`src/hdl/fngm_pkg.sv`:
```
package fngm_pkg;

    localparam int unsigned FNGM_CHANNELS = 2;
    localparam int unsigned NUM_LANES     = 2;
    localparam int unsigned SAMPLE_W      = 16;
    localparam int unsigned LEVEL_W       = 16;
    localparam int unsigned REG_W         = 16;
    localparam int unsigned CFG_ADDR_W    = 2;
    localparam int unsigned S_TDATA_W     = 32;
    localparam int unsigned M_TDATA_W     = 48;

    localparam logic [CFG_ADDR_W-1:0] REG_GATE_THRESHOLD = 2'd0;
    localparam logic [CFG_ADDR_W-1:0] REG_MIC_GAIN       = 2'd1;
    localparam logic [CFG_ADDR_W-1:0] REG_MASTER_VOLUME  = 2'd2;

    localparam logic [REG_W-1:0] GATE_THRESHOLD_RST = 16'd33;
    localparam logic [REG_W-1:0] MIC_GAIN_RST       = 16'd4096;
    localparam logic [REG_W-1:0] MASTER_VOLUME_RST  = 16'd16384;

    localparam logic [LEVEL_W-1:0] ONE_Q15 = 16'd32768;

    // Q0.16 smoothing factors, zero-extended to 17 bits for signed products
    localparam logic signed [16:0] ATTACK_Q16  = 17'sd39322;
    localparam logic signed [16:0] RELEASE_Q16 = 17'sd3277;
    localparam logic signed [16:0] SMOOTH_Q16  = 17'sd5243;

    typedef enum logic [2:0] {
        ST_IDLE,
        ST_ENV_MUL,
        ST_ENV_ADD,
        ST_GATE_MUL,
        ST_GATE_ADD,
        ST_MUL1,
        ST_MUL2,
        ST_MUL3
    } seq_state_t;

    typedef struct packed {
        logic env_mul;
        logic env_add;
        logic gate_mul;
        logic gate_add;
    } merge_ctl_t;

    typedef struct packed {
        logic mul1;
        logic mul2;
    } lane_ctl_t;

endpackage

```
`src/hdl/fngm_lane.sv`:
```
module fngm_lane
    import fngm_pkg::*;
(
    input  logic                       aclk,
    input  logic signed [SAMPLE_W-1:0] sample,
    input  lane_ctl_t                  ctl,
    input  logic [LEVEL_W-1:0]         gate_gain,
    input  logic [REG_W-1:0]           mic_gain,
    input  logic [REG_W-1:0]           master_volume,
    output logic [LEVEL_W-1:0]         magnitude,
    output logic signed [SAMPLE_W-1:0] result
);

    logic signed [16:0] p1_reg, p1_next;
    logic signed [20:0] p2_reg, p2_next;
    logic signed [33:0] prod1, sum1;
    logic signed [33:0] prod2, sum2;
    logic signed [37:0] prod3, sum3;
    logic signed [22:0] p3;
    logic signed [16:0] neg_sample;

    always_comb begin
        neg_sample = -$signed({sample[SAMPLE_W-1], sample});
        magnitude  = sample[SAMPLE_W-1] ? neg_sample[LEVEL_W-1:0] : LEVEL_W'(sample);
    end

    // s * gain / 2^15, rounded
    always_comb begin
        prod1   = $signed({sample[SAMPLE_W-1], sample}) * $signed({1'b0, gate_gain});
        sum1    = prod1 + 34'sd16384;
        p1_next = sum1[31:15];
    end

    // p1 * mic_gain / 2^12, rounded
    always_comb begin
        prod2   = p1_reg * $signed({1'b0, mic_gain});
        sum2    = prod2 + 34'sd2048;
        p2_next = sum2[32:12];
    end

    // p2 * master_volume / 2^14, rounded and saturated
    always_comb begin
        prod3 = p2_reg * $signed({1'b0, master_volume});
        sum3  = prod3 + 38'sd8192;
        p3    = sum3[36:14];
        if (p3 > 23'sd32767) begin
            result = 16'sh7FFF;
        end else if (p3 < -23'sd32768) begin
            result = 16'sh8000;
        end else begin
            result = p3[15:0];
        end
    end

    always_ff @(posedge aclk) begin
        if (ctl.mul1) begin
            p1_reg <= p1_next;
        end
        if (ctl.mul2) begin
            p2_reg <= p2_next;
        end
    end

endmodule

```
`config.mk`:
```
export PLATFORM = sky130hd
export DESIGN_NAME = fngm_lane
export DESIGN_NICKNAME = d
export VERILOG_FILES = /design/src/hdl/fngm_pkg.sv /design/src/hdl/fngm_lane.sv
export SDC_FILE = /design/constraint.sdc
export NUM_CORES = 2
export LEC_CHECK = 0
export ABC_AREA = 1
export BUFFER_PORTS_ARGS = -buffer_cell sky130_fd_sc_hd__buf_4
export CAP_MARGIN = 0
export CORE_UTILIZATION = 35
export CTS_CLUSTER_DIAMETER = 60
export DETAILED_ROUTE_END_ITERATION = 8
export GPL_TIMING_DRIVEN = 0
export PLACE_DENSITY = 0.49
export SETUP_SLACK_MARGIN = 0.15
export SYNTH_ARGS = -nofsm -noshare
export SYNTH_HDL_FRONTEND = slang
export SYNTH_SLANG_ARGS = --single-unit
```
`constraint.sdc`:
```
create_clock -name aclk -period 12.5 [get_ports aclk]
set_input_delay 1.25 -clock aclk [delete_from_list [all_inputs] [get_ports aclk]]
set_output_delay 1.25 -clock aclk [all_outputs]
set_load 0.02 [all_outputs]
```
==> impl_metrics.toml <==
[global_route]
grt_usage = 0.201
antenna_found_initial = 2
grt_pass1_wl_microns = 156000
grt_util_met3 = 0.0222
grt_pass1_vias = 28200
gr-usage-met1 = 0.276
met2_usage = 0.345
gr-total-overflow = 0
grt.busiest_layer = "met2"
grt_max_degree = 22

[synthesis]
synth_nets = 5684
yosysWarnings = 0
syn-cell-area_sq_um = 34700
yosysTopAreaCell = "fa_1"
synthTopCellsByArea = "fa_1 46%, inv_1 16%, nand2_1 12%"
synth_common_cells = "1,518 x inv_1, 1,131 x nand2_1, 796 x fa_1, 314 x ha_1, 177 x clkbuf_1"
synth.most_common_cell = "inv_1"
async_flop_share = 0
yosysTopAreaCellShare = 0.459
ys_types = 45
synth_ff_type = "edfxtp_1"
yosysSeqAreaShare = 0.0329
ys_ff_latch = 38
syn_inst = 4507
avgSynthCellArea_sq_um = 7.70
synth_edf_count = 38

[timing]
finalSetupViolations = 0
max_freq_mhz = 105
setup_ws_ns = 3.02
fin_crit_sh = 0.759
finClkSkew_ns = 0.00819
hold_viol_final = 0
slew_viol_final = 0
holdWs_ns = 1.35
tns_ns = 0
period_needed_ns = 9.48
rsz0062_at_grt = "no"
slew_headroom = 0.432
worst_slew_pin_slew_ns = 0.852

[placed_design]
io_buffers = 61
hpwl_microns = 86300
dp.cells = 5855
place_ws_ns = 2.98
gp_congestion = 0.869

[setup_path]
crit_path_max_incr_delay_ns = 0.69
cp_common_cell = "nand2_1"
path_delay_family = "adder cells"
path_buf_inv = 8
worstReg2RegStart = "p1_reg[7]$_DFFE_PP_"
startpoint = "master_volume[2]"
cp-start-kind = "input port"
cp-end-kind = "primary output"
arrival_ns = 8.23
cp.required_ns = 11.25
setup.worst_path.class = "in2out"
path_max_fanout = 10
crit_slowest_cell = "fa_1"

[routing]
drc_errors = 0
antenna_left = 0
wl_microns = 97400
num_vias = 26500
first_iter_violations = 1424
drt-pass1-iter-count = 5
routedWlPerCell_microns = 16.6
vias_per_cell = 4.51

[finish]
largest_reg_flops = 21
fill_cells = 10500
diodes = 0
syn_to_final_growth_pct = 6.43
fin_nets = 5752
final_layout_size_suffix_gt1_frac = 0.0302
fin_cells = 5863

[job]
maxCapViolCount = 0

[floorplanning]
initial_core_util = 0.353
io_pins = 99
die_w_microns = 317
rows = 115
die_h_microns = 317
die_area_sq_um = 100000
core_sq_um = 98300

[clock_network]
cts_tree = "done"
cts.sinks = 38
cts_hold_buf = 0
root_buffer = "clkbuf_16"
h-tree-depth = 2
cts.path.max_buffers = 2
ctsResizeCount = 0
clkTransAtPathRegs_ns = 0.05
cts_made_buffers = 5
insertion_delay_ns = 0.29
post_cts_buffers = 0

[hold_path]
hp-class = "in2reg"
hp-start = "ctl[1]"

[run_status]
status = "finished clean"
metal layers:
| layer | part of all wire | up-vias |
|---|---|---|
| li1 | - | 12700 |
| met1 | 0.46 | 13200 |
| met2 | 0.48 | 522 |
| met3 | 0.043 | 83 |
| met4 | 0.019 | 2 |
| met5 | 0.00013 | - |
through the flow:
stage                     utilization  area (sq um)
after floorplan                     -         34700
after global placement          0.374         36800
after detailed placement        0.374         36800
after CTS                       0.376         37000
after global routing            0.376         37000
final                           0.376         37000
final cells by class:
| cell class | instances | area, sq um | area share |
|---|---|---|---|
| inverter | 1525 | 5720 | 0.155 |
| clock buffer | 7 | 133 | 0.00359 |
| buffer | 192 | 743 | 0.0201 |
| clock inverter | 1 | 30.0 | 0.000813 |
| sequential | 38 | 1140 | 0.0309 |
| timing repair buffer | 61 | 458 | 0.0124 |
| multi-input combinational | 2752 | 27100 | 0.734 |
| tap | 1287 | 1610 | 0.0436 |
worst paths after layout:
kind                               end  slack (ns)  cells after the start
setup / recovery             result[9]        3.02                     27
hold / removal    p1_reg[14]$_DFFE_PP_        1.35                      1
setup reg to reg  p2_reg[17]$_DFFE_PP_        5.18                     22
hold reg to reg    p2_reg[1]$_DFFE_PP_        1.47                      5
placed cells by master, fill, tap and decap left out, types with 5 or more instances in the layout:
cell type,synthesis,layout
a21o_1,8,8
a21oi_1,106,106
a31oi_1,8,8
buf_1,8,8
buf_4,3,64
clkbuf_1,177,179
clkbuf_16,0,5
edfxtp_1,38,38
fa_1,796,796
ha_1,314,314
inv_1,1518,1518
inv_2,7,7
nand2_1,1131,1131
nand2_2,19,19
nand3_1,39,39
nand4_1,13,13
nor2_1,98,98
nor2_2,9,9
nor3_1,15,15
nor4_1,7,7
o21ai_0,51,51
o21bai_1,9,9
or2_2,14,14
xnor2_1,35,35
xor2_1,46,46
kinds of logic (layout without fill, tap and decap cells):
| family | after synthesis | after routing | share of synthesized area |
|---|---|---|---|
| and+or+nand+nor | 1359 | 1359 | 0.156 |
| xor gates and xnor gates | 81 | 81 | 0.0204 |
| buffers and inverters | 1717 | 1786 | 0.186 |
| adders and majority gates | 1110 | 1110 | 0.572 |
| AOI/OAI and AO/OA | 202 | 202 | 0.0328 |
| DFF | 38 | 38 | 0.0329 |
Power is not shown: default switching activity piles up to over one toggle a cycle in this logic, so the estimate is an artifact.
