--- config.mk ---
export PLATFORM = sky130hd
export DESIGN_NAME = fngm_merge
export DESIGN_NICKNAME = d
export VERILOG_FILES = /design/src/hdl/fngm_pkg.sv /design/src/hdl/fngm_merge.sv
export SDC_FILE = /design/constraint.sdc
export NUM_CORES = 1
export LEC_CHECK = 0
export ABC_AREA = 1
export BUFFER_PORTS_ARGS = -buffer_cell sky130_fd_sc_hd__buf_2
export CAP_MARGIN = 20
export CORE_ASPECT_RATIO = 1.25
export CORE_UTILIZATION = 60
export DETAILED_ROUTE_END_ITERATION = 7
export PLACE_DENSITY = 0.81
export SYNTH_ARGS = -nofsm -noshare
export SYNTH_HDL_FRONTEND = slang
export SYNTH_SLANG_ARGS = --single-unit
--- constraint.sdc ---
create_clock -name aclk -period 10.4 [get_ports aclk]
set_clock_uncertainty 0.2 [all_clocks]
set_input_delay 0.52 -clock aclk [delete_from_list [all_inputs] [get_ports aclk]]
set_output_delay 0.52 -clock aclk [all_outputs]
set_load 0.03 [all_outputs]
--- src/hdl/fngm_pkg.sv ---
package fngm_pkg;

    localparam int unsigned FNGM_CHANNELS = 2;
    localparam int unsigned NUM_LANES     = 2;
    localparam int unsigned SAMPLE_W      = 16;
    localparam int unsigned LEVEL_W       = 16;
    localparam int unsigned REG_W         = 16;
    localparam int unsigned CFG_ADDR_W    = 2;
    localparam int unsigned S_TDATA_W     = 32;
    localparam int unsigned M_TDATA_W     = 48;

    localparam logic [CFG_ADDR_W-1:0] REG_GATE_THRESHOLD = 2'd0;
    localparam logic [CFG_ADDR_W-1:0] REG_MIC_GAIN       = 2'd1;
    localparam logic [CFG_ADDR_W-1:0] REG_MASTER_VOLUME  = 2'd2;

    localparam logic [REG_W-1:0] GATE_THRESHOLD_RST = 16'd33;
    localparam logic [REG_W-1:0] MIC_GAIN_RST       = 16'd4096;
    localparam logic [REG_W-1:0] MASTER_VOLUME_RST  = 16'd16384;

    localparam logic [LEVEL_W-1:0] ONE_Q15 = 16'd32768;

    // Q0.16 smoothing factors, zero-extended to 17 bits for signed products
    localparam logic signed [16:0] ATTACK_Q16  = 17'sd39322;
    localparam logic signed [16:0] RELEASE_Q16 = 17'sd3277;
    localparam logic signed [16:0] SMOOTH_Q16  = 17'sd5243;

    typedef enum logic [2:0] {
        ST_IDLE,
        ST_ENV_MUL,
        ST_ENV_ADD,
        ST_GATE_MUL,
        ST_GATE_ADD,
        ST_MUL1,
        ST_MUL2,
        ST_MUL3
    } seq_state_t;

    typedef struct packed {
        logic env_mul;
        logic env_add;
        logic gate_mul;
        logic gate_add;
    } merge_ctl_t;

    typedef struct packed {
        logic mul1;
        logic mul2;
    } lane_ctl_t;

endpackage

--- src/hdl/fngm_merge.sv ---
module fngm_merge
    import fngm_pkg::*;
(
    input  logic               aclk,
    input  logic               aresetn,
    input  merge_ctl_t         ctl,
    input  logic [LEVEL_W-1:0] magnitude [NUM_LANES],
    input  logic [REG_W-1:0]   gate_threshold,
    output logic [LEVEL_W-1:0] gate_gain
);

    logic [LEVEL_W-1:0] env_reg, env_next;
    logic [LEVEL_W-1:0] gain_reg, gain_next;
    logic signed [33:0] env_prod_reg, env_prod_next;
    logic signed [33:0] gate_prod_reg, gate_prod_next;
    logic [LEVEL_W-1:0] peak;
    logic signed [16:0] diff, gdiff, factor;
    logic signed [33:0] env_rnd, gate_rnd;
    logic signed [18:0] env_sum, gate_sum;
    logic [LEVEL_W-1:0] target;

    always_comb begin
        peak = '0;
        for (int i = 0; i < NUM_LANES; i++) begin
            if (magnitude[i] > peak) begin
                peak = magnitude[i];
            end
        end
    end

    always_comb begin
        diff          = $signed({1'b0, peak}) - $signed({1'b0, env_reg});
        factor        = (diff > 17'sd0) ? ATTACK_Q16 : RELEASE_Q16;
        env_prod_next = diff * factor;

        env_rnd = (env_prod_reg + 34'sd32768) >>> 16;
        env_sum = $signed({3'b000, env_reg}) + env_rnd[18:0];
        priority if (env_sum < 19'sd0) begin
            env_next = '0;
        end else if (env_sum > $signed({3'b000, ONE_Q15})) begin
            env_next = ONE_Q15;
        end else begin
            env_next = env_sum[LEVEL_W-1:0];
        end
    end

    always_comb begin
        target = (env_reg > gate_threshold || gate_threshold == '0) ? ONE_Q15 : '0;
        gdiff          = $signed({1'b0, target}) - $signed({1'b0, gain_reg});
        gate_prod_next = gdiff * SMOOTH_Q16;

        gate_rnd = (gate_prod_reg + 34'sd32768) >>> 16;
        gate_sum = $signed({3'b000, gain_reg}) + gate_rnd[18:0];
        priority if (gate_sum < 19'sd0) begin
            gain_next = '0;
        end else if (gate_sum > $signed({3'b000, ONE_Q15})) begin
            gain_next = ONE_Q15;
        end else begin
            gain_next = gate_sum[LEVEL_W-1:0];
        end
    end

    always_ff @(posedge aclk) begin
        if (!aresetn) begin
            env_reg  <= '0;
            gain_reg <= '0;
        end else begin
            if (ctl.env_add) begin
                env_reg <= env_next;
            end
            if (ctl.gate_add) begin
                gain_reg <= gain_next;
            end
        end
    end

    always_ff @(posedge aclk) begin
        if (ctl.env_mul) begin
            env_prod_reg <= env_prod_next;
        end
        if (ctl.gate_mul) begin
            gate_prod_reg <= gate_prod_next;
        end
    end

    assign gate_gain = gain_reg;

endmodule

==> results.md, run 1 <==
* Outcome: completed
* Stages on worst setup path at 40
* Wire length of the first global-routing pass at 81.9 mm
* Category of the most critical setup path: input pin to register
* Filler instances at around 2800
* Area fraction of the dominant cell type after synthesis at 27.2%
* Share of async-settable or async-resettable flops after synthesis at 0%
* Cell variety after synth at between 50 and 60
* Final instance area at 21100 sq um
* Arrival @ worst endpoint at 9.69 ns
* Top_reg_cell synth: edfxtp_1
* Summed instance area of the synthesized netlist at 19900 sq um
* Flops & latches, synth at 67
* # hold bufs at CTS at 0
* Detailed-route DRC error count at 0
* DRT iter0 DRCs at 1129
* Largest stage delay on the critical path at 0.56 ns
* Cells taking the most area after synthesis: fa_1, ha_1, inv_1
* Final critical-path required period at 9.81 ns
* GRT Resource Usage Total at 30.8%
* Synthesized area per cell at ~7.6 sq um
* Deepest level of the CTS H-tree at 3
* Launching element of the worst setup path: magnitude[31]
* Final count of pins violating max slew at 0
* Initial standard-cell utilization of the core at 61.0%
* Clock tree root driver cell: clkbuf_16
* Clock tree buffer depth at 2
* Worst R2R Path Depth at 32
* Input/output buffers at 69
* Clock Latency Late Sink at 0.34 ns
* Sinks on Clock Net at 67
* Final number of setup-violating endpoints at 0
* Placement Cell Area at 20800 sq um
* Fraction of layout instances using a drive strength above 1 at 5.05%
* End-of-flow core utilization at 64.6%
* Placement row count at 74
* Highest Clock Rate at between 100 and 150 MHz
* Area growth from synthesis to layout at 6.01%
* Crit path to: env_prod_reg[24]
* CTS tree: yes
* Number of antenna repair diodes at 0
* Via count of the first global-routing pass at 17374
* Final Hold Viols at 0
* CTS buffer count at 9
* Number of routed nets with antenna violations at 0
* Remaining Overflow, GRT at 0
* Path type of the worst min-delay path: register to register
* Post-cts resize count at 0
* Antenna violations before repair at 1
* IO Pins at 70
* FF-to-FF Start: env_reg[6]
* Critical Path Sink Type: register
* Length of the first detailed-routing pass in iterations at 5
* Largest register FFs at 19
* Detailed placer's ending HPWL at 44.0 mm
* Instance count of the mapped netlist at 2621
* DR vias/cell at roughly 5.5
* Slowest cell on the critical path: nor2_1
* Cell accounting for the most synthesized area: fa_1
* RSZ-0062 raised after global routing: no
* Sum of buffers and inverters on the critical path at 7
* Max Fanout on Critical Path at 17
* Worst reg2reg setup slack at 2.05 ns
* Worst-case headroom to the max-slew limit at about 30%
* Synth warn at 0
* Accumulated negative setup slack at 0 ns
* Routability congestion estimate from global placement at 1.00
* Required time of the critical path at between 10 and 15 ns
* Kind of cell adding the most delay to the critical path: adder cells
* Share of synthesized area occupied by flip-flops and latches at 8.49%
* Die W at 165 microns
* Total Routed Length at 50.5 mm
* Transition time at the pin with the least slew margin at 1.05 ns
* Count of maximum capacitance violations at 0
* Post-DR wirelength/cell at 16.1 microns
* Maximum number of pins on one net before global-route repair at 33
* Die footprint at 33900 sq um
* Reg2reg end: env_prod_reg[24]
* Cell occurring most often along the worst timing path: fa_1
* Height of the die at 206 microns
* Kind of start point of the critical path: input pin
* Post-CTS setup buffers at 0
* Number of nets in the finished design at 3332
* Post-synth EDFFs at 35
* Reg clk slew, reported paths at 0.06 ns
* Final worst-path cycle share at between 90% and 100%
* Via total after detailed routing at 17080
* Core area at 32700 sq um
[worst min-delay path, cell delays in order, from the launching register on]
cell     delay [ns]
dfxtp_1        0.36
nand2_1        0.09
a21oi_1        0.06
[per-stage QoR]
step	worst slack [ns]	hold slack [ns]	instances
floorplan	1.62	0.278	2642
global placement	0.532	0.330	3114
detailed placement	0.426	0.337	3114
CTS	0.791	0.346	3130
global route	0.112	0.387	3130
finish	0.592	0.350	3130
[layer usage]
layer / vias to the layer above / part of all wire (%) / global-route usage, %
met1: 8110 / 41 / 38.5
li1: 8277 / - / -
met4: 2 / 4.4 / 13.5
met5: - / 0.024 / 0
met2: 549 / 49 / 53.2
met3: 142 / 5.3 / 3.31
[cell usage after synthesis (all sizes together), types with 32 or more instances]
library cell  count
nor2            176
fa              271
nand2           484
dfxtp            32
o21ai            63
nand3           127
edfxtp           35
xor2             71
nand4            55
a21oi           167
inv             693
ha              300
[logic make-up (layout without fill, tap and decap cells)]
group | after synthesis | in the layout | share of synthesized area [%]
XOR/XNOR | 101 | 101 | 4.52
buffers and inverters | 715 | 785 | 13.7
other | 2 | 23 | 0.0377
AND/OR/NAND/NOR | 893 | 893 | 19.6
adder cells (fa/ha/maj) | 571 | 571 | 46.1
flip-flops | 67 | 67 | 8.49
AO/OA/AOI/OAI | 272 | 272 | 7.61
[worst min path at each step]
| stage | to | cells after the start | start |
|---|---|---|---|
| 2_1_floorplan | env_reg[15] | 2 | env_reg[15] |
| 3_3_place_gp | gate_gain[15] | 2 | gate_gain[15] |
| 3_5_place_dp | gate_gain[15] | 2 | gate_gain[15] |
| 4_1_cts | gate_gain[15] | 2 | gate_gain[15] |
| 5_1_grt | env_reg[12] | 2 | env_reg[12] |
| 6_report | env_reg[2] | 2 | env_reg[2] |
[cell type report]
| cell class | instances | area (sq um) | share of cell area [%] |
|---|---|---|---|
| Clock inverter | 6 | 97.6 | 0.462 |
| Tap cell | 418 | 523 | 2.48 |
| Clock buffer | 10 | 229 | 1.08 |
| Inverter | 694 | 2610 | 12.4 |
| Sequential cell | 67 | 1690 | 8.01 |
| Multi-Input combinational cell | 1860 | 15600 | 73.8 |
| Timing Repair Buffer | 75 | 390 | 1.85 |
[layout by cell type (no fill, tap or decap), types with 4 or more instances in the layout]
cell type and count:
a21o_1 9, a21oi_1 163, a31oi_1 5, buf_2 69, buf_4 6, clkbuf_16 9
conb_1 23, dfxtp_1 32, edfxtp_1 35, fa_1 271, ha_1 300, inv_1 685
inv_2 7, nand2_1 475, nand2_2 5, nand3_1 124, nand3b_1 8, nand4_1 55
nor2_1 166, nor2_2 6, nor2_4 4, nor3_1 22, nor4_1 10, o21ai_0 55
o21ai_1 4, o21ai_2 4, o21bai_1 8, xnor2_1 30, xor2_1 69
Power of run 1 is left out: the tool's default activity adds up to more than one toggle a clock period on the data nets, which glitch-free logic cannot reach.
==> run 2: changes to the inputs <==
Settings changed: REMOVE_ABC_BUFFERS set to 1.
==> run 2 against run 1 <==
Fmax increased by 0.90%. Global-route usage increased by 0.60 points. Worst hold slack about the same. Final area increased by 0.10%. Register-to-register slack improved by 0.02 ns. Flip-flop and latch count unchanged. Via count decreased by 0.19%. Largest cell class unchanged. Highest routed layer unchanged.
==> results.md, run 2 (synthesized netlist as in run 1, its figures left out) <==
* Outcome: completed
* Number of nets in the finished design at 3334 (+0.060%)
* Clock Latency Late Sink at 0.35 ns (about the same)
* RSZ-0062 raised after global routing: no
* Clock tree buffer depth at 2 (unchanged)
* Largest register FFs at 19 (unchanged)
* IO Pins at 70 (unchanged)
* Leading cell types in the layout, fill and taps excluded: inv_1, nand2_1, ha_1, fa_1, nor2_1
* Pre-CTS setup slack at 0.466 ns (+0.0403 ns)
* Area growth from synthesis to layout at 6.12%
* Via total after detailed routing at 17047 (-0.19%)
* Routability congestion estimate from global placement at 1.05 (+4.5%)
* Post-CTS setup buffers at 0 (unchanged)
* # hold bufs at CTS at 0 (unchanged)
* Slowest cell on the critical path: nor2_1
* Final worst-path cycle share at 93.5% (-0.84 points)
* Required time of the critical path at 10.29 ns (about the same)
* Final count of pins violating max slew at 0 (unchanged)
* Via count of the first global-routing pass at 17496 (+0.70%)
* Largest stage delay on the critical path at 0.62 ns (+0.06 ns)
* Height of the die at 206 microns (unchanged)
* Die footprint at 33900 sq um (unchanged)
* Core area at 32700 sq um (unchanged)
* Clock tree root driver cell: clkbuf_16
* Number of standard cells in the layout, taps in and fillers out at 3133 (+0.096%)
* Antenna violations before repair at 2 (+1)
* Worst R2R Path Depth at 32 (unchanged)
* FF-to-FF Start: env_reg[6]
* DRT iter0 DRCs at 1148 (+1.7%)
* Maximum number of pins on one net before global-route repair at 33 (unchanged)
* Detailed-route DRC error count at 0 (unchanged)
* Reg2reg end: env_prod_reg[24]
* Reg clk slew, reported paths at 0.06 ns (about the same)
* Fin worst setup slack at 0.679 ns (+0.0875 ns)
* Final Hold Slack at 0.351 ns (+0.000462 ns)
* Input/output buffers at 69 (unchanged)
* Die W at 165 microns (unchanged)
* CTS buffer count at 9 (unchanged)
* Final number of setup-violating endpoints at 0 (unchanged)
* Most frequent standard cell in the layout excluding fill and tap cells: inv_1
* Highest Clock Rate at 103 MHz (+0.90%)
* Path type of the worst min-delay path: register to register
* Length of the first detailed-routing pass in iterations at 5 (unchanged)
* Initial standard-cell utilization of the core at 61.0% (unchanged)
* Kind of start point of the critical path: input pin
* Post-cts resize count at 0 (unchanged)
* Worst reg2reg setup slack at 2.07 ns (+0.02 ns)
* Worst-case headroom to the max-slew limit at 29.2% (-0.48 points)
* Crit path to: env_prod_reg[24]
* Transition time at the pin with the least slew margin at 1.06 ns (+0.00715 ns)
* Sinks on Clock Net at 67 (unchanged)
* Detailed placer's ending HPWL at 45.1 mm (+2.4%)
* Remaining Overflow, GRT at 0 (unchanged)
* Inst Count DP at 3116 (+0.064%)
* Critical Path Sink Type: register
* Fraction of layout instances using a drive strength above 1 at 5.16% (+0.11 points)
* Launching element of the worst setup path: magnitude[31]
* Total Routed Length at 51.2 mm (+1.4%)
* Accumulated negative setup slack at 0 ns (unchanged)
* Post-DR wirelength/cell at 16.3 microns (+1.3%)
* Number of routed nets with antenna violations at 0 (unchanged)
* Deepest level of the CTS H-tree at 3 (unchanged)
* Wire length of the first global-routing pass at 83.2 mm (+1.5%)
* Arrival @ worst endpoint at 9.61 ns (-0.08 ns)
* Count of maximum capacitance violations at 0 (unchanged)
* Placement row count at 74 (unchanged)
* Category of the most critical setup path: input pin to register
* DR vias/cell at 5.44 (-0.29%)
* Filler instances at 2830 (+0.25%)
* GRT Resource Usage Total at 31.4% (+0.60 points)
* Final critical-path required period at 9.72 ns (-0.0875 ns)
* Max Fanout on Critical Path at 17 (unchanged)
* Final Hold Viols at 0 (unchanged)
* CTS tree: yes
[run 2: cell count changes in the layout (fill, tap and decap cells not counted)]
| cell | delta |
|---|---|
| diode_2 | +1 |
| clkinv_4 | -2 |
| inv_6 | +2 |
| clkinvlp_4 | +1 |
| clkbuf_1 | -1 |
| buf_4 | +2 |
[run 2: routing by layer]
metal	GRT usage (%)	wire [microns]	up-vias
met5	0	17	-
met3	2.64	2430	125
met1	39.0	21200	8146
li1	-	-	8276
met2	56.3	25600	498
met4	11.0	1840	2
[run 2: cell type report]
type | count | area, sq um | share of cell area (%)
Antenna cell | 1 | 2.50 | 0.0118
Clock buffer | 9 | 225 | 1.07
Clock inverter | 7 | 105 | 0.497
Inverter | 694 | 2610 | 12.3
Multi-Input combinational cell | 1860 | 15600 | 73.7
Sequential cell | 67 | 1690 | 8.00
Tap cell | 418 | 523 | 2.47
Timing Repair Buffer | 77 | 405 | 1.92
[run 2: critical path, delay by kind of cell]
kind	cells	cell delay, ns
AND/OR/NAND/NOR	12	1.92
AO/OA/AOI/OAI	10	2.33
adder cells (fa/ha/maj)	9	3.97
XOR/XNOR	1	0.15
buffers and inverters	7	0.70
[run 2: worst min-delay path by stage]
stage                             start       endpoint  slack [ns]  cells past startpoint
final                       env_reg[11]    env_reg[11]        0.35                      2
after detailed placement     env_reg[6]     env_reg[6]        0.34                      2
after global placement      env_reg[12]    env_reg[12]        0.33                      2
after global routing         env_reg[4]     env_reg[4]        0.37                      2
after CTS                 gate_gain[15]  gate_gain[15]        0.34                      2
after floorplan             env_reg[10]    env_reg[10]        0.28                      2
[run 2: per-stage QoR]
stage | cell area, sq um | util (%)
floorplan | 19900 | -
global placement | 20800 | 63.7
detailed placement | 20800 | 63.7
CTS | 21100 | 64.7
global route | 21100 | 64.7
finish | 21100 | 64.7
Power of run 2 is left out for the same reason.
